$ cat src/design/tla_pkg.sv
package tla_pkg;

	typedef struct packed {
		logic [7:0] data_byte;
		logic       new_source;
	} in_item_t;

	typedef struct packed {
		logic [7:0] out_byte;
		logic       run_last;
	} out_item_t;

	// Configuration register indexes.
	localparam logic [2:0] REG_NUMBER_MODE      = 3'd0;
	localparam logic [2:0] REG_SHOW_ENDS        = 3'd1;
	localparam logic [2:0] REG_SQUEEZE_BLANK    = 3'd2;
	localparam logic [2:0] REG_SHOW_TABS        = 3'd3;
	localparam logic [2:0] REG_SHOW_NONPRINTING = 3'd4;

	localparam logic [1:0] MODE_ALL = 2'd1;
	localparam logic [1:0] MODE_OFF = 2'd0;

	// Numbers are right-aligned in this many columns.
	localparam int NUM_FIELD_WIDTH = 6;

	localparam logic [7:0] CH_TAB    = 8'h09;
	localparam logic [7:0] CH_NL     = 8'h0A;
	localparam logic [7:0] CH_SPACE  = 8'h20;
	localparam logic [7:0] CH_DOLLAR = 8'h24;
	localparam logic [7:0] CH_DASH   = 8'h2D;
	localparam logic [7:0] CH_ZERO   = 8'h30;
	localparam logic [7:0] CH_QMARK  = 8'h3F;
	localparam logic [7:0] CH_I      = 8'h49;
	localparam logic [7:0] CH_M      = 8'h4D;
	localparam logic [7:0] CH_CARET  = 8'h5E;
	localparam logic [6:0] CH_DEL7   = 7'h7F;

	localparam int PC_W     = 5;
	localparam int PROG_LEN = 27;

	typedef enum logic [3:0] {
		C_ALWAYS,
		C_NEVER,
		C_NOT_NL,
		C_SQUEEZE,
		C_NOT_NUM_BLANK,
		C_IDX_NZ,
		C_NOT_ENDS,
		C_CHAR_NUM,
		C_NOT_TAB,
		C_NOT_SHOW_TABS,
		C_NOT_SHOW_NP,
		C_NOT_HIGH,
		C_NOT_CTRL,
		C_NOT_DEL
	} cond_t;

	typedef enum logic [3:0] {
		E_NONE,
		E_NUM,
		E_TAB,
		E_DOLLAR,
		E_NL,
		E_CARET,
		E_LET_I,
		E_LET_M,
		E_DASH,
		E_CTRL,
		E_QMARK,
		E_LOW7,
		E_RAW
	} emit_t;

	typedef enum logic [2:0] {
		O_NONE,
		O_SET_PREV,
		O_CLR_PREV,
		O_SET_ALS,
		O_CLR_ALS,
		O_LOAD_IDX,
		O_DEC_IDX,
		O_INC_COUNT
	} op_t;

	typedef struct packed {
		cond_t           cond;
		logic [PC_W-1:0] target;
		emit_t           emit;
		op_t             op;
		logic            done;
	} ucode_t;

	// Program addresses.
	localparam logic [PC_W-1:0] A_DISPATCH  = 5'd0;
	localparam logic [PC_W-1:0] A_NL        = 5'd1;
	localparam logic [PC_W-1:0] A_NL_PREV   = 5'd2;
	localparam logic [PC_W-1:0] A_NUM_INIT  = 5'd3;
	localparam logic [PC_W-1:0] A_NUM_LOOP  = 5'd4;
	localparam logic [PC_W-1:0] A_NUM_TAB   = 5'd5;
	localparam logic [PC_W-1:0] A_NL_TAIL   = 5'd6;
	localparam logic [PC_W-1:0] A_DOLLAR    = 5'd7;
	localparam logic [PC_W-1:0] A_NL_EMIT   = 5'd8;
	localparam logic [PC_W-1:0] A_DROP      = 5'd9;
	localparam logic [PC_W-1:0] A_CHAR      = 5'd10;
	localparam logic [PC_W-1:0] A_BODY      = 5'd11;
	localparam logic [PC_W-1:0] A_TAB_SHOW  = 5'd12;
	localparam logic [PC_W-1:0] A_TAB_CARET = 5'd13;
	localparam logic [PC_W-1:0] A_TAB_I     = 5'd14;
	localparam logic [PC_W-1:0] A_NP        = 5'd15;
	localparam logic [PC_W-1:0] A_NP_HIGH   = 5'd16;
	localparam logic [PC_W-1:0] A_NP_M      = 5'd17;
	localparam logic [PC_W-1:0] A_NP_DASH   = 5'd18;
	localparam logic [PC_W-1:0] A_NP_LOW    = 5'd19;
	localparam logic [PC_W-1:0] A_CTL_CARET = 5'd20;
	localparam logic [PC_W-1:0] A_CTL_CHAR  = 5'd21;
	localparam logic [PC_W-1:0] A_NP_DEL    = 5'd22;
	localparam logic [PC_W-1:0] A_DEL_CARET = 5'd23;
	localparam logic [PC_W-1:0] A_DEL_QMARK = 5'd24;
	localparam logic [PC_W-1:0] A_LOW7      = 5'd25;
	localparam logic [PC_W-1:0] A_RAW       = 5'd26;

	function automatic ucode_t uw(input cond_t c, input logic [PC_W-1:0] t,
			input emit_t e, input op_t o, input logic d);
		ucode_t w;
		w.cond   = c;
		w.target = t;
		w.emit   = e;
		w.op     = o;
		w.done   = d;
		return w;
	endfunction

	// The control store: one word per step.
	function automatic ucode_t ucode_rom(input logic [PC_W-1:0] pc);
		ucode_t w;
		case (pc)
			A_DISPATCH:  w = uw(C_NOT_NL,        A_CHAR,     E_NONE,   O_NONE,      1'b0);
			A_NL:        w = uw(C_SQUEEZE,       A_DROP,     E_NONE,   O_NONE,      1'b0);
			A_NL_PREV:   w = uw(C_NOT_NUM_BLANK, A_NL_TAIL,  E_NONE,   O_SET_PREV,  1'b0);
			A_NUM_INIT:  w = uw(C_NEVER,         A_DISPATCH, E_NONE,   O_LOAD_IDX,  1'b0);
			A_NUM_LOOP:  w = uw(C_IDX_NZ,        A_NUM_LOOP, E_NUM,    O_DEC_IDX,   1'b0);
			A_NUM_TAB:   w = uw(C_NOT_NL,        A_BODY,     E_TAB,    O_INC_COUNT, 1'b0);
			A_NL_TAIL:   w = uw(C_NOT_ENDS,      A_NL_EMIT,  E_NONE,   O_NONE,      1'b0);
			A_DOLLAR:    w = uw(C_NEVER,         A_DISPATCH, E_DOLLAR, O_NONE,      1'b0);
			A_NL_EMIT:   w = uw(C_NEVER,         A_DISPATCH, E_NL,     O_SET_ALS,   1'b1);
			A_DROP:      w = uw(C_NEVER,         A_DISPATCH, E_NONE,   O_SET_ALS,   1'b1);
			A_CHAR:      w = uw(C_CHAR_NUM,      A_NUM_INIT, E_NONE,   O_CLR_PREV,  1'b0);
			A_BODY:      w = uw(C_NOT_TAB,       A_NP,       E_NONE,   O_CLR_ALS,   1'b0);
			A_TAB_SHOW:  w = uw(C_NOT_SHOW_TABS, A_RAW,      E_NONE,   O_NONE,      1'b0);
			A_TAB_CARET: w = uw(C_NEVER,         A_DISPATCH, E_CARET,  O_NONE,      1'b0);
			A_TAB_I:     w = uw(C_NEVER,         A_DISPATCH, E_LET_I,  O_NONE,      1'b1);
			A_NP:        w = uw(C_NOT_SHOW_NP,   A_RAW,      E_NONE,   O_NONE,      1'b0);
			A_NP_HIGH:   w = uw(C_NOT_HIGH,      A_NP_LOW,   E_NONE,   O_NONE,      1'b0);
			A_NP_M:      w = uw(C_NEVER,         A_DISPATCH, E_LET_M,  O_NONE,      1'b0);
			A_NP_DASH:   w = uw(C_NEVER,         A_DISPATCH, E_DASH,   O_NONE,      1'b0);
			A_NP_LOW:    w = uw(C_NOT_CTRL,      A_NP_DEL,   E_NONE,   O_NONE,      1'b0);
			A_CTL_CARET: w = uw(C_NEVER,         A_DISPATCH, E_CARET,  O_NONE,      1'b0);
			A_CTL_CHAR:  w = uw(C_NEVER,         A_DISPATCH, E_CTRL,   O_NONE,      1'b1);
			A_NP_DEL:    w = uw(C_NOT_DEL,       A_LOW7,     E_NONE,   O_NONE,      1'b0);
			A_DEL_CARET: w = uw(C_NEVER,         A_DISPATCH, E_CARET,  O_NONE,      1'b0);
			A_DEL_QMARK: w = uw(C_NEVER,         A_DISPATCH, E_QMARK,  O_NONE,      1'b1);
			A_LOW7:      w = uw(C_NEVER,         A_DISPATCH, E_LOW7,   O_NONE,      1'b1);
			A_RAW:       w = uw(C_NEVER,         A_DISPATCH, E_RAW,    O_NONE,      1'b1);
			default:     w = uw(C_NEVER,         A_DISPATCH, E_NONE,   O_NONE,      1'b1);
		endcase
		return w;
	endfunction

endpackage

$ cat src/design/text_line_annotator.sv
// Text line annotator: takes a stream of text bytes and produces the annotated byte stream,
// with optional line numbers, squeezed blank lines, end-of-line marks, visible tabs and
// caret / M- notation for nonprinting bytes.
// Input channel: in_valid / in_stall carry one item (data_byte, new_source). An item is taken
// on a clock edge with in_valid high and in_stall low; new_source puts the block back at a
// line start before that byte.
// Output channel: out_valid / out_stall carry one result item per edge (out_byte, run_last);
// run_last marks the final byte that an input item caused. A squeezed newline gives nothing.
// Configuration: cfg_we, cfg_index and cfg_data write one register per edge. The user must
// write only while idle; the block itself does not enforce it. One item is worked on at a
// time by a microcoded sequencer that steps through a 27-word control store, one step per
// cycle unless an emitting step waits on a stalled output, and the next item can be taken
// in the cycle after the last step. The output register decouples the sides: the next item
// is accepted while the last result still waits. When the receiver stalls, the sequencer
// holds on its current emitting step.
// Reset clears the configuration to zero, the line counter to one and sets the line-start
// flag.
module text_line_annotator #(
	parameter int COUNT_DIGITS = 10
) (
	input  logic                  clk,
	input  logic                  arst_n,
	input  logic                  in_valid,
	output logic                  in_stall,
	input  tla_pkg::in_item_t     in_item,
	output logic                  out_valid,
	input  logic                  out_stall,
	output tla_pkg::out_item_t    out_item,
	input  logic                  cfg_we,
	input  logic [2:0]            cfg_index,
	input  logic [1:0]            cfg_data
);
	import tla_pkg::*;

	localparam int IDX_W = $clog2(COUNT_DIGITS);
	localparam logic [IDX_W-1:0] PAD_IDX = IDX_W'(NUM_FIELD_WIDTH - 1);

	// Configuration registers.
	logic [1:0] number_mode_q;
	logic       show_ends_q;
	logic       squeeze_blank_q;
	logic       show_tabs_q;
	logic       show_np_q;

	// Line state and the decimal counter, digit 0 least significant.
	logic       als_q;
	logic       prev_blank_q;
	logic [3:0] cnt_q [COUNT_DIGITS];
	logic [3:0] cnt_inc [COUNT_DIGITS];

	// Sequencer.
	logic            busy_q;
	logic [PC_W-1:0] pc_q;
	logic [7:0]      byte_q;
	logic [IDX_W-1:0] idx_q;
	ucode_t          uw_cur;
	logic            cond_true;
	logic            step_go;
	logic            slot_free;
	logic            in_accept;
	logic [IDX_W-1:0] top_idx;
	logic [7:0]      emit_byte;
	logic            is_nl, is_tab;

	logic            out_valid_q;
	out_item_t       out_q;

	assign in_accept = in_valid && !in_stall;
	assign in_stall  = busy_q;
	assign out_valid = out_valid_q;
	assign out_item  = out_q;

	assign uw_cur    = ucode_rom(pc_q);
	assign slot_free = !out_valid_q || !out_stall;
	assign step_go   = busy_q && ((uw_cur.emit == E_NONE) || slot_free);

	assign is_nl  = (byte_q == CH_NL);
	assign is_tab = (byte_q == CH_TAB);

	// Highest nonzero digit; the units digit is always printed.
	always_comb begin
		top_idx = '0;
		for (int i = 1; i < COUNT_DIGITS; i++) begin
			if (cnt_q[i] != 4'd0) begin
				top_idx = IDX_W'(i);
			end
		end
	end

	// Counter plus one, carrying through digits at nine.
	always_comb begin
		logic carry;
		carry = 1'b1;
		for (int i = 0; i < COUNT_DIGITS; i++) begin
			cnt_inc[i] = cnt_q[i];
			if (carry) begin
				if (cnt_q[i] == 4'd9) begin
					cnt_inc[i] = 4'd0;
				end else begin
					cnt_inc[i] = cnt_q[i] + 4'd1;
					carry = 1'b0;
				end
			end
		end
	end

	always_comb begin
		case (uw_cur.cond)
			C_ALWAYS:        cond_true = 1'b1;
			C_NEVER:         cond_true = 1'b0;
			C_NOT_NL:        cond_true = !is_nl;
			C_SQUEEZE:       cond_true = squeeze_blank_q && als_q && prev_blank_q;
			C_NOT_NUM_BLANK: cond_true = !(als_q && (number_mode_q == MODE_ALL));
			C_IDX_NZ:        cond_true = (idx_q != '0);
			C_NOT_ENDS:      cond_true = !show_ends_q;
			C_CHAR_NUM:      cond_true = als_q && (number_mode_q != MODE_OFF);
			C_NOT_TAB:       cond_true = !is_tab;
			C_NOT_SHOW_TABS: cond_true = !show_tabs_q;
			C_NOT_SHOW_NP:   cond_true = !show_np_q;
			C_NOT_HIGH:      cond_true = !byte_q[7];
			C_NOT_CTRL:      cond_true = (byte_q[6:5] != 2'b00);
			C_NOT_DEL:       cond_true = (byte_q[6:0] != CH_DEL7);
			default:         cond_true = 1'b0;
		endcase
	end

	// A number column is a pad space until the top digit is reached.
	always_comb begin
		case (uw_cur.emit)
			E_NUM:    emit_byte = (idx_q > top_idx) ? CH_SPACE
			                    : (CH_ZERO | {4'd0, cnt_q[idx_q]});
			E_TAB:    emit_byte = CH_TAB;
			E_DOLLAR: emit_byte = CH_DOLLAR;
			E_NL:     emit_byte = CH_NL;
			E_CARET:  emit_byte = CH_CARET;
			E_LET_I:  emit_byte = CH_I;
			E_LET_M:  emit_byte = CH_M;
			E_DASH:   emit_byte = CH_DASH;
			E_CTRL:   emit_byte = {3'b010, byte_q[4:0]};
			E_QMARK:  emit_byte = CH_QMARK;
			E_LOW7:   emit_byte = {1'b0, byte_q[6:0]};
			E_RAW:    emit_byte = byte_q;
			default:  emit_byte = byte_q;
		endcase
	end

	always_ff @(posedge clk or negedge arst_n) begin
		if (!arst_n) begin
			number_mode_q   <= MODE_OFF;
			show_ends_q     <= 1'b0;
			squeeze_blank_q <= 1'b0;
			show_tabs_q     <= 1'b0;
			show_np_q       <= 1'b0;
		end else if (cfg_we) begin
			case (cfg_index)
				REG_NUMBER_MODE:      number_mode_q   <= cfg_data;
				REG_SHOW_ENDS:        show_ends_q     <= cfg_data[0];
				REG_SQUEEZE_BLANK:    squeeze_blank_q <= cfg_data[0];
				REG_SHOW_TABS:        show_tabs_q     <= cfg_data[0];
				REG_SHOW_NONPRINTING: show_np_q       <= cfg_data[0];
				default: ;
			endcase
		end
	end

	// Sequencer, line state and counter.
	always_ff @(posedge clk or negedge arst_n) begin
		if (!arst_n) begin
			busy_q       <= 1'b0;
			pc_q         <= A_DISPATCH;
			als_q        <= 1'b1;
			prev_blank_q <= 1'b0;
			idx_q        <= '0;
			for (int i = 0; i < COUNT_DIGITS; i++) begin
				cnt_q[i] <= (i == 0) ? 4'd1 : 4'd0;
			end
		end else if (in_accept) begin
			busy_q <= 1'b1;
			pc_q   <= A_DISPATCH;
			if (in_item.new_source) begin
				als_q <= 1'b1;
			end
		end else if (step_go) begin
			if (uw_cur.done) begin
				busy_q <= 1'b0;
			end
			pc_q <= cond_true ? uw_cur.target : pc_q + PC_W'(1);
			case (uw_cur.op)
				O_SET_PREV:  prev_blank_q <= als_q;
				O_CLR_PREV:  prev_blank_q <= 1'b0;
				O_SET_ALS:   als_q <= 1'b1;
				O_CLR_ALS:   als_q <= 1'b0;
				O_LOAD_IDX:  idx_q <= (top_idx > PAD_IDX) ? top_idx : PAD_IDX;
				O_DEC_IDX:   idx_q <= idx_q - IDX_W'(1);
				O_INC_COUNT: cnt_q <= cnt_inc;
				default: ;
			endcase
		end
	end

	always_ff @(posedge clk) begin
		if (in_accept) begin
			byte_q <= in_item.data_byte;
		end
	end

	always_ff @(posedge clk or negedge arst_n) begin
		if (!arst_n) begin
			out_valid_q <= 1'b0;
		end else if (step_go && (uw_cur.emit != E_NONE)) begin
			out_valid_q <= 1'b1;
		end else if (!out_stall) begin
			out_valid_q <= 1'b0;
		end
	end

	always_ff @(posedge clk) begin
		if (step_go && (uw_cur.emit != E_NONE)) begin
			out_q.out_byte <= emit_byte;
			out_q.run_last <= uw_cur.done;
		end
	end

	a_accept_starts: assert property (@(posedge clk) disable iff (!arst_n)
		in_accept |=> busy_q && (pc_q == A_DISPATCH))
		else $error("accepted item did not start the program");

	a_pc_range: assert property (@(posedge clk) disable iff (!arst_n)
		busy_q |-> (pc_q < PC_W'(PROG_LEN)))
		else $error("step counter left the control store");

	// The index only has to address a digit while the number is being printed.
	a_idx_range: assert property (@(posedge clk) disable iff (!arst_n)
		(busy_q && (pc_q == A_NUM_LOOP)) |-> (int'(idx_q) < COUNT_DIGITS))
		else $error("digit index beyond the counter");

	a_no_overwrite: assert property (@(posedge clk) disable iff (!arst_n)
		(out_valid_q && out_stall) |-> !step_go || (uw_cur.emit == E_NONE))
		else $error("emitting step ran over a waiting result");

	a_units_digit: assert property (@(posedge clk) disable iff (!arst_n)
		cnt_q[0] <= 4'd9)
		else $error("counter digit out of decimal range");

endmodule

$ cat config.mk
export PLATFORM = sky130hd
export DESIGN_NAME = text_line_annotator
export DESIGN_NICKNAME = d
export VERILOG_FILES = /design/src/design/tla_pkg.sv /design/src/design/text_line_annotator.sv
export SDC_FILE = /design/constraint.sdc
export NUM_CORES = 1
export LEC_CHECK = 0
export ABC_CLOCK_PERIOD_IN_PS = 9200
export BUFFER_PORTS_ARGS = -buffer_cell sky130_fd_sc_hd__buf_2
export CORE_MARGIN = 2
export CORE_UTILIZATION = 59
export CTS_CLUSTER_SIZE = 25
export DETAILED_ROUTE_END_ITERATION = 10
export PLACE_DENSITY = 0.74
export SETUP_SLACK_MARGIN = 0.05
export SKIP_CTS_REPAIR_TIMING = 1
export SLEW_MARGIN = 25
export SYNTH_ARGS = -nofsm -noshare
export SYNTH_HDL_FRONTEND = slang
export SYNTH_SLANG_ARGS = --single-unit
$ cat constraint.sdc
create_clock -name clk -period 9.2 [get_ports clk]
set_input_delay 0.46 -clock clk [delete_from_list [all_inputs] [get_ports clk]]
set_output_delay 0.46 -clock clk [all_outputs]
set_load 0.01 [all_outputs]
==> metrics.md, run 1 <==
| Metric | Value |
|---|---|
| Outcome | `completed` |
| Htree depth | `3` |
| R2r startpoint | `pc_q[2]` |
| Die area | `approximately 9600 sq um` |
| Syn Inst Count | `568` |
| # fillers | `721` |
| Placer congestion estimate | `roughly 0.93` |
| Reg area | `1989 sq um` |
| Dpl cell area | `5381 sq um` |
| Hold Vio Cnt, Final | `0` |
| WP data required | `9.46 ns` |
| Data arrival, critical path | `4.29 ns` |
| DP HPWL | `8933 um` |
| Layout cells sized above 1 | `14.21%` |
| Final Instance Area | `5564 sq um` |
| N_diodes | `0` |
| CP Launch Type | `register` |
| Drt wl/cell | `about 18 um` |
| CTS root buffer | `clkbuf_8` |
| Clock sinks | `76` |
| Mapped Area | `about 5200 sq um` |
| Final setup viols | `0` |
| Leak Pwr | `2.309 nW` |
| Global-route wire length before repair | `20410 um` |
| Routed via count | `4547` |
| Die outline width | `a little under 100 um` |
| PwrDens | `293.9 nW/um^2` |
| Fin crit period | `4.025 ns` |
| CP peak stage delay | `between 0.9 and 1 ns` |
| Via/cell ratio | `6.505` |
| Die H | `97.88 um` |
| Max-cap violations | `0` |
| Vias in the first global route | `4224` |
| Initial antenna violation count | `0` |
| Worst Skew | `0.01119 ns` |
| Main synth FF type | `dfrtp_1` |
| Initial DRC Count | `about 270` |
| Syn_area_per_cell | `9.155 sq um` |
| TritonCTS Buffers | `9` |
| RSZ-0062 raised after global routing | `false` |
| GRT Residual Overflow | `0` |
| Yosys reg bits | `76` |
| Area grow syn2layout | `7.002%` |
| Total negative slack | `0 ns` |
| Initial Util | `60.21%` |
| Critical path origin | `pc_q[2]` |
| Highest clock rate | `248.5 MHz` |
| Remaining DRCs | `0` |
| VDD IR-drop max | `between 100 and 150 uV` |
| Final ANT Viol Nets | `0` |
| Aggregate global-route resource usage | `26.53%` |
| Post-Route WL | `12410 um` |
| I/O pins | `30` |
| Port bufs | `29` |
| Hold crit path type | `in2async` |
| # rows | `34` |
| Asr flop ratio synth | `about 78%` |
| Post-synthesis sequential area ratio | `38.26%` |
| Largest net degree at the start of global routing | `60` |
| Number of synthesized flops with an enable pin | `17` |
| Worst path slowest cell | `dfrtp_1` |
| Cell taking the most area after synthesis | `dfrtp_1` |
| DR pass1 iterations | `5` |
| Worst-Margin Slew | `around 0.93 ns` |
| Synth Net Count | `600` |
| Area of the core | `8636 sq um` |
| Synth area leaders | `dfrtp_1, edfxtp_1, nand2_1` |
| CP Cell Sequence | `inv_2, ha_1, nand2b_1, o311a_1, a2111oi_4, a32oi_2, nor4_4, and3_1, o21ai_1, a22o_1` |
| Final Slew Violations | `0` |
| Relative slew margins | `between 30% and 40%` |
| Fin crit share | `43.75%` |
| Clock Path Buffers | `2` |
| Kind of critical path | `reg2reg` |
| Cell variety after synth | `80` |
| Multi-input gate area | `2995 sq um` |
| CTS tree | `yes` |
| CTS clk-pin slew, worst paths | `0.09 ns` |
| Yosys warning total | `0` |
| Worst Path Max Fanout | `28` |
| Worst setup EP type | `register` |
| Clock Latency Late Sink | `~0.37 ns` |
| Synth top area share | `27.43%` |
| Final net count | `between 600 and 700` |
## final timing paths
kind / slack [ns] / end / depth (start not counted)
hold reg to reg: 0.52 / cnt_q[36] / 1
setup reg to reg: 5.18 / cnt_q[19] / 10
setup / recovery: 5.18 / cnt_q[19] / 10
min in group clk: 0.26 / byte_q[0] / 1
hold / removal: 0.23 / number_mode_q[1] / 2
max in group asynchronous: 8.46 / cnt_q[35] / 2
## layout make-up
type / count / share of cell area (%)
Inverter: 27 / 1.821
Timing Repair Buffer: 31 / 2.878
Multi-Input combinational cell: 441 / 53.83
Tap cell: 108 / 2.429
Sequential cell: 76 / 35.75
Clock inverter: 7 / 1.057
Clock buffer: 9 / 2.226
## metrics by stage
step           util (%)  cells  power (mW)  worst slack [ns]  hold WS [ns]
6_report          64.43    699       1.636             5.175        0.2302
5_1_grt           64.43    699       1.740             4.921        0.2436
4_1_cts           64.43    699       1.619             5.262        0.2570
3_5_place_dp      62.32    683       1.371             5.274        0.5004
3_3_place_gp      62.32    683       1.358             5.382        0.4946
2_1_floorplan         -    568       1.179             6.222        0.1644
## per-layer routing
| metal | GRT usage [%] | vias up | part of all wire [%] |
|---|---|---|---|
| met1 | 33.18 | 2183 | 42 |
| met5 | 0 | - | 0 |
| met2 | 46.00 | 193 | 49 |
| met3 | 4.939 | 35 | 6.0 |
| li1 | - | 2136 | - |
| met4 | 9.722 | 0 | 3.1 |
## cell families (layout without fill, tap and decap cells)
group / Yosys count / count (layout) / share of synthesized area [%]
XOR/XNOR: 21 / 21 / 3.537
buffers and inverters: 51 / 74 / 4.139
AO/OA/AOI/OAI: 143 / 143 / 18.94
multiplexers: 35 / 35 / 8.951
AND/OR/NAND/NOR: 229 / 229 / 23.05
adder cells (fa/ha/maj): 13 / 13 / 3.128
flip-flops: 76 / 76 / 38.26
## sequential cells by signal, summed over array words and instances (netlist names), 2 cells and up
register       cells
cnt_q             40
out_item           9
byte_q             8
pc_q               5
idx_q              4
number_mode_q      2
## worst max-delay path: cells and delay by family, from the launching register on
family                     cells  cell delay, ns
and+or+nand+nor                3            1.03
AOI/OAI and AO/OA              5            1.38
buffers and inverters          1            0.25
DFF                            1            0.92
adders and majority gates      1            0.33
## cells in the mapped netlist, types with 3 or more instances
library cell   n
a211oi_1       4
a21o_1         7
a21oi_1       21
a22o_1        10
a22oi_1        3
a31oi_1        4
a41oi_1        3
and2_1         6
and3_1         6
buf_1          3
buf_2          4
buf_4          3
clkbuf_1      13
dfrtp_1       57
edfxtp_1      17
ha_1          13
inv_1         25
mux2_2        12
mux2i_1       15
mux4_2         8
nand2_1       65
nand2b_1       8
nand3_1       25
nand3b_1       7
nand4_1        8
nor2_1        45
nor2b_1       16
nor3_1        13
nor4_1         7
o211ai_1       6
o21a_1         3
o21ai_0       42
o22ai_1        6
o311ai_0       3
o31ai_1        3
xnor2_1       17
xor2_1         4
## power by group
group | switching (mW) | internal (mW) | leakage [nW]
clock network | 0.145 | 0.101 | 0.0804
logic | 0.499 | 0.337 | 1.31
registers | 0.117 | 0.437 | 0.916
total | 0.760 | 0.875 | 2.31
## cells in the final DEF, fill, tap and decap left out, types with 3 or more instances in the layout
master      count
nand2_1        65
dfrtp_1        57
nor2_1         45
o21ai_0        42
buf_2          29
inv_1          25
nand3_1        25
a21oi_1        21
xnor2_1        17
edfxtp_1       17
nor2b_1        16
mux2i_1        15
nor3_1         13
ha_1           13
mux2_2         12
a22o_1         10
clkbuf_8        9
mux4_2          8
nand4_1         8
nand2b_1        8
nand3b_1        7
a21o_1          7
nor4_1          7
o22ai_1         6
and3_1          6
and2_1          6
o211ai_1        6
a211oi_1        4
a31oi_1         4
xor2_1          4
clkinvlp_4      4
o31ai_1         3
a22oi_1         3
a41oi_1         3
o21a_1          3
Note: power is estimated with default switching activity, not from simulation.
==> run 2, diff against run 1 <==
Settings changed: ABC_AREA set to 1, ABC_CLOCK_PERIOD_IN_PS 9200 to 3400, CORE_UTILIZATION 59 to 56, PLACE_DENSITY 0.74 to 0.73.
Clock period 9.2 ns to 3.4 ns, I/O delays scaled along.
==> run 2 against run 1 <==
Utilization down 0.84 points; worst hold slack lost 0.18 ns; via count rose by 13%; synthesized area is 2.4% higher; non-clock buffer count is 12 higher; die area up 7.5%; critical endpoint is now cnt_q[24]; largest cell class unchanged; highest routed layer unchanged.
==> metrics.md, run 2 <==
| Metric | Value |
|---|---|
| VDD IR-drop max | `347.4 uV (+190%)` |
| N_diodes | `0 (unchanged)` |
| Most frequent cells in the layout | `nand2_1, inv_1, o21ai_0, nor2_1, dfrtp_1` |
| WP data required | `3.64 ns (-5.82 ns)` |
| Worst path slowest cell | `dfrtp_1` |
| RSZ-0062 raised after global routing | `false` |
| Post-Synth XOR/XNOR Area | `4.606% (+1.1 points)` |
| CTS tree | `yes` |
| Port bufs | `29 (unchanged)` |
| CP peak stage delay | `0.51 ns (-0.41 ns)` |
| Die area | `10300 sq um (+7.5%)` |
| Synth Area in Adders | `3.055% (-0.073 points)` |
| Kind of critical path | `reg2reg` |
| Drt wl/cell | `14.48 um (-18%)` |
| GRT Residual Overflow | `0 (unchanged)` |
| Final setup viols | `0 (unchanged)` |
| # rows | `35 (+2.9%)` |
| Remaining DRCs | `0 (unchanged)` |
| Global-route wire length before repair | `21980 um (+7.7%)` |
| Data arrival, critical path | `3.30 ns (-0.99 ns)` |
| DR pass1 iterations | `5 (unchanged)` |
| Htree depth | `3 (unchanged)` |
| Leak Pwr | `2.803 nW (+21%)` |
| Cell taking the most area after synthesis | `dfrtp_1` |
| Final net count | `832 (+35%)` |
| CP Cell Sequence | `inv_1, ha_1, inv_1, nor2_1, a21oi_1, inv_1, o21a_1, nor2_1, nand2_1, nand3_2, nand2_4, inv_2, buf_4, nand2_1, xor2_1` |
| Cell mode on critical path | `inv_1` |
| Aggregate global-route resource usage | `26.86% (+0.33 points)` |
| Cell variety after synth | `43 (-46%)` |
| Final ANT Viol Nets | `0 (unchanged)` |
| Worst Path Max Fanout | `10 (-64%)` |
| Outcome | `completed` |
| Reg with most FFs | `cnt_q` |
| Most common cell after layout, fill and taps aside | `nand2_1` |
| Post-synthesis sequential area ratio | `37.37% (-0.89 points)` |
| Clock sinks | `76 (unchanged)` |
| Fin cells | `934 (+34%)` |
| Placed insts | `909 (+33%)` |
| Die H | `101.5 um (+3.7%)` |
| Worst-Margin Slew | `0.7272 ns (-0.2015 ns)` |
| Synth Area in Compound Gates | `16.17% (-2.8 points)` |
| Area grow syn2layout | `10.36%` |
| Mapped Area | `5324 sq um (+2.4%)` |
| I/O pins | `30 (unchanged)` |
| Initial DRC Count | `298 (+12%)` |
| Max reg flops | `40 (unchanged)` |
| Clock Latency Late Sink | `0.37 ns (about the same)` |
| PwrDens | `859.3 nW/um^2 (+190%)` |
| CTS clk-pin slew, worst paths | `0.09 ns (about the same)` |
| Via/cell ratio | `5.478 (-16%)` |
| Initial antenna violation count | `0 (unchanged)` |
| Worst setup EP type | `register` |
| Main synth FF type | `dfrtp_1` |
| CP Launch Type | `register` |
| Syn Inst Count | `760 (+34%)` |
| Initial Util | `57.62% (-2.6 points)` |
| Yosys reg bits | `76 (unchanged)` |
| Post-Synth Simple-Gate Area | `30.01% (+7.0 points)` |
| Most frequent cells after synthesis | `nand2_1, inv_1, o21ai_0, nor2_1, dfrtp_1` |
| Count leader, synth | `nand2_1` |
| Hold crit path type | `in2reg` |
| Area of the core | `9240 sq um (+7.0%)` |
| Highest clock rate | `326.6 MHz (+31%)` |
| Synth area leaders | `dfrtp_1, nand2_1, edfxtp_1` |
| Post-Route WL | `13520 um (+9.0%)` |
| Syn_area_per_cell | `7.005 sq um (-23%)` |
| Relative slew margins | `51.52% (+15 points)` |
| Fin crit share | `90.06% (+46 points)` |
| Asr flop ratio synth | `77.63% (unchanged)` |
| Clock Path Buffers | `2 (unchanged)` |
| Largest family of logic cells by synthesized area | `simple AND/OR/NAND/NOR gates` |
| Final Instance Area | `5876 sq um (+5.6%)` |
| Layout cells sized above 1 | `11.18% (-3.0 points)` |
| Worst Skew | `0.01453 ns (+0.003343 ns)` |
| Yosys warning total | `0 (unchanged)` |
| Family with the most delay on the worst path | `simple AND/OR/NAND/NOR gates` |
| Synth Net Count | `792 (+32%)` |
| Number of synthesized flops with an enable pin | `17 (unchanged)` |
| Total negative slack | `0 ns (unchanged)` |
| Post-synthesis mux area share | `0% (-9.0 points)` |
| Synth top area share | `26.79% (-0.64 points)` |
| CTS root buffer | `clkbuf_8` |
| Max-cap violations | `0 (unchanged)` |
| DP HPWL | `10190 um (+14%)` |
| TritonCTS Buffers | `9 (unchanged)` |
| Largest net degree at the start of global routing | `33 (-45%)` |
| Vias in the first global route | `4805 (+14%)` |
| Final Slew Violations | `0 (unchanged)` |
| Placer congestion estimate | `0.9101 (-2.3%)` |
| Fin crit period | `3.062 ns (-0.9626 ns)` |
| Routed via count | `5116 (+13%)` |
| Worst path buffer plus inverter count | `5 (+4)` |
| Dpl cell area | `5594 sq um (+4.0%)` |
| Hold Vio Cnt, Final | `0 (unchanged)` |
| Die outline width | `101.5 um (+3.7%)` |
[run 2: cell types whose count changed in the layout (fill, tap and decap cells not counted), sizes merged, moves of 10 or more]
cell,delta
mux2i,-15
inv,+78
a22o,-10
xor2,+19
nor2,+30
xnor2,-12
mux2,-12
nand4,+10
a21oi,+13
nand2,+134
nand3,+15
o21ai,+65
nor2b,-16
[run 2: power by group]
part	internal (mW)	leakage, nW	switching [mW]
logic	0.928	1.88	2.01
registers	1.22	0.831	0.214
clock network	0.281	0.0936	0.393
[run 2: cell type report]
cell class              count  area [sq um]
clock buffers               9         123.9
clock inverters             7         67.56
fillers                   858          3364
inverters                 105         394.1
multi-input cells         565          2867
flip-flops and latches     76          1989
well taps                 129         161.4
repair buffers             43         272.8
[run 2: metal layers]
layer	track usage (%)	share of wire [%]	wire length, um
met5	0	0	0
met4	6.341	1.2	165
met3	5.590	5.4	724
met2	46.41	49	6628
met1	34.60	44	6003
[run 2: worst paths after layout]
check | cells past startpoint | slack (ns) | endpoint | startpoint
max in group asynchronous | 3 | 2.08 | als_q | arst_n
setup / recovery | 15 | 0.34 | cnt_q[24] | pc_q[0]
min in group asynchronous | 2 | 0.39 | show_tabs_q | arst_n
hold reg to reg | 2 | 0.48 | als_q | als_q
hold / removal | 3 | 0.05 | number_mode_q[1] | cfg_data[1]
setup reg to reg | 15 | 0.34 | cnt_q[24] | pc_q[0]
[run 2: kinds of logic (layout without fill, tap and decap cells)]
kind of cell / count (synthesis) / in the layout
adder cells (fa/ha/maj): 13 / 13
XOR/XNOR: 28 / 28
AO/OA/AOI/OAI: 161 / 161
AND/OR/NAND/NOR: 363 / 363
flip-flops: 76 / 76
buffers and inverters: 119 / 164
[run 2: metrics by stage]
stage          total power, mW  setup slack, ns  hold slack, ns  utilization [%]
4_1_cts                  5.012           0.3671         -0.1177            62.61
2_1_floorplan            3.602           0.8060         -0.1256                -
6_report                 5.049           0.3380         0.05030            63.59
3_5_place_dp             4.325           0.4033          0.2795            60.54
3_3_place_gp             4.277           0.5100          0.2743            60.54
5_1_grt                  5.533           0.1093         0.04817            63.59
[run 2: worst register-to-register path: cells and delay by family, from the launching register on]
family                     cells  cell delay, ns
and+or+nand+nor                6            0.85
buffers and inverters          5            0.72
DFF                            1            0.51
AOI/OAI and AO/OA              2            0.42
adders and majority gates      1            0.27
xor gates and xnor gates       1            0.18
==> run 3, diff against run 2 <==
Settings changed: ABC_CLOCK_PERIOD_IN_PS 3400 to 3350, CORE_UTILIZATION 56 to 59.
Clock period 3.4 ns to 3.35 ns, I/O delays scaled along.
==> run 3 against run 2 <==
Die area decreased by 4.9%; final area decreased by 0.53%; global-route usage increased by 1.3 points; via count increased by 1.5%; sequential cell count unchanged; critical endpoint is now out_item[0]; register-to-register slack improved by 0.06 ns; sequential share of layout area increased by 0.18 points; cell count decreased by 2.4%; largest power group unchanged; first-iteration DRC count increased by 35%.
==> metrics.md, run 3 (synthesized netlist as in run 2, its figures left out) <==
| Metric | Value |
|---|---|
| Data arrival, critical path | `3.00 ns (-0.30 ns)` |
| RSZ-0062 raised after global routing | `false` |
| VDD IR-drop max | `375.8 uV (+8.2%)` |
| Final setup viols | `0 (unchanged)` |
| Final setup margin | `0.3934 ns (+0.05541 ns)` |
| Global-route wire length before repair | `22240 um (+1.2%)` |
| PwrDens | `877.7 nW/um^2 (+2.1%)` |
| Largest net degree at the start of global routing | `41 (+24%)` |
| Clock sinks | `76 (unchanged)` |
| Initial Util | `61.05% (+3.4 points)` |
| Vias in the first global route | `4735 (-1.5%)` |
| I/O pins | `30 (unchanged)` |
| Die outline width | `98.99 um (-2.5%)` |
| Fin crit share | `88.26% (-1.8 points)` |
| Relative slew margins | `63.65% (+12 points)` |
| Hold crit path type | `in2reg` |
| CTS tree | `yes` |
| Worst setup EP type | `register` |
| Fin util | `67.02% (+3.4 points)` |
| Port bufs | `29 (unchanged)` |
| Die area | `9799 sq um (-4.9%)` |
| Max-cap violations | `0 (unchanged)` |
| GRT Residual Overflow | `0 (unchanged)` |
| Worst Hold Path Cells | `3 (unchanged)` |
| Area grow syn2layout | `9.777%` |
| Worst Skew | `0.01353 ns (-0.001003 ns)` |
| Most frequent cells in the layout | `nand2_1, inv_1, o21ai_0, nor2_1, dfrtp_1` |
| Placed insts | `887 (-2.4%)` |
| Most common cell after layout, fill and taps aside | `nand2_1` |
| Reg with most FFs | `cnt_q` |
| Max reg flops | `40 (unchanged)` |
| Routed via count | `5194 (+1.5%)` |
| Leak Pwr | `2.799 nW (-0.14%)` |
| Initial DRC Count | `402 (+35%)` |
| Remaining DRCs | `0 (unchanged)` |
| Outcome | `completed` |
| Dpl cell area | `5560 sq um (-0.60%)` |
| Final Slew Violations | `0 (unchanged)` |
| Post-Route WL | `13680 um (+1.1%)` |
| DP HPWL | `10040 um (-1.4%)` |
| Hold Vio Cnt, Final | `0 (unchanged)` |
| WP data required | `3.39 ns (-0.25 ns)` |
| Worst Path Max Fanout | `10 (unchanged)` |
| Clock Path Buffers | `2 (unchanged)` |
| Placer congestion estimate | `0.9572 (+5.2%)` |
| Die H | `98.99 um (-2.5%)` |
| Worst-Margin Slew | `0.5396 ns (-0.1877 ns)` |
| DR pass1 iterations | `5 (unchanged)` |
| Area of the core | `8721 sq um (-5.6%)` |
| Fin cells | `912 (-2.4%)` |
| Clock Latency Late Sink | `0.36 ns (about the same)` |
| CTS root buffer | `clkbuf_8` |
| CTS clk-pin slew, worst paths | `0.09 ns (about the same)` |
| Final ANT Viol Nets | `0 (unchanged)` |
| Final net count | `831 (-0.12%)` |
| # rows | `34 (-2.9%)` |
| Via/cell ratio | `5.695 (+4.0%)` |
| Final Instance Area | `5844 sq um (-0.53%)` |
| Layout cells sized above 1 | `11.07% (-0.11 points)` |
| CP Launch Type | `register` |
| Fin crit period | `2.957 ns (-0.1054 ns)` |
| Initial antenna violation count | `0 (unchanged)` |
| Placement Setup Slack | `0.4015 ns (-0.001771 ns)` |
| Total negative slack | `0 ns (unchanged)` |
| Worst r2r path cells | `15 (unchanged)` |
| Htree depth | `3 (unchanged)` |
| N_diodes | `0 (unchanged)` |
| Highest clock rate | `338.2 MHz (+3.6%)` |
| Drt wl/cell | `15.00 um (+3.6%)` |
| Aggregate global-route resource usage | `28.19% (+1.3 points)` |
| Pwr Total | `5.130 mW (+1.6%)` |
| Hold slack | `0.05290 ns (+0.002595 ns)` |
| Kind of critical path | `reg2reg` |
| TritonCTS Buffers | `9 (unchanged)` |
run 3: cell count changes in the layout (fill, tap and decap cells not counted), sizes merged:
cell | previous run | this run
buf | 34 | 33
run 3: worst max-delay path, stage by stage, from the launching register on:
cell and delay [ns]:
dfrtp_1 0.50, inv_1 0.14, ha_1 0.37, inv_1 0.09, nand2_1 0.13, nand2_1 0.13
a21oi_1 0.05, nand2_1 0.06, nand2_1 0.11, nor2_1 0.18, nand2_1 0.12, nand3_2 0.13
nand2_4 0.12, inv_2 0.16, nand2_1 0.08, inv_1 0.27
run 3: layout make-up:
type,count,area (sq um)
fillers,780,2877
multi-input cells,565,2867
flip-flops and latches,76,1989
inverters,105,394.1
repair buffers,42,267.8
well taps,108,135.1
clock buffers,9,123.9
clock inverters,7,67.56
run 3: path summary, 6_finish.rpt:
| check | slack (ns) | to | start |
|---|---|---|---|
| worst max-delay path | 0.39 | out_item[0] | pc_q[0] |
| worst min-delay path | 0.05 | in_stall | in_valid |
| worst max register to register | 0.39 | out_item[0] | pc_q[0] |
| worst min register to register | 0.49 | als_q | als_q |
| max in group asynchronous | 2.27 | als_q | arst_n |
| min in group asynchronous | 0.32 | number_mode_q[0] | arst_n |
run 3: power breakdown:
group | total, mW | internal, mW | leakage [nW] | switching [mW]
clock | 0.686 | 0.286 | 0.0936 | 0.401
sequential | 1.45 | 1.24 | 0.831 | 0.209
combinational | 2.99 | 0.934 | 1.87 | 2.06
run 3: routing by layer:
metal	global-route usage [%]	vias to the layer above	part of all wire, %
li1	-	2582	-
met2	47.61	217	49
met4	10.64	0	2.1
met5	0	-	0
met1	37.38	2370	43
met3	3.191	25	5.4
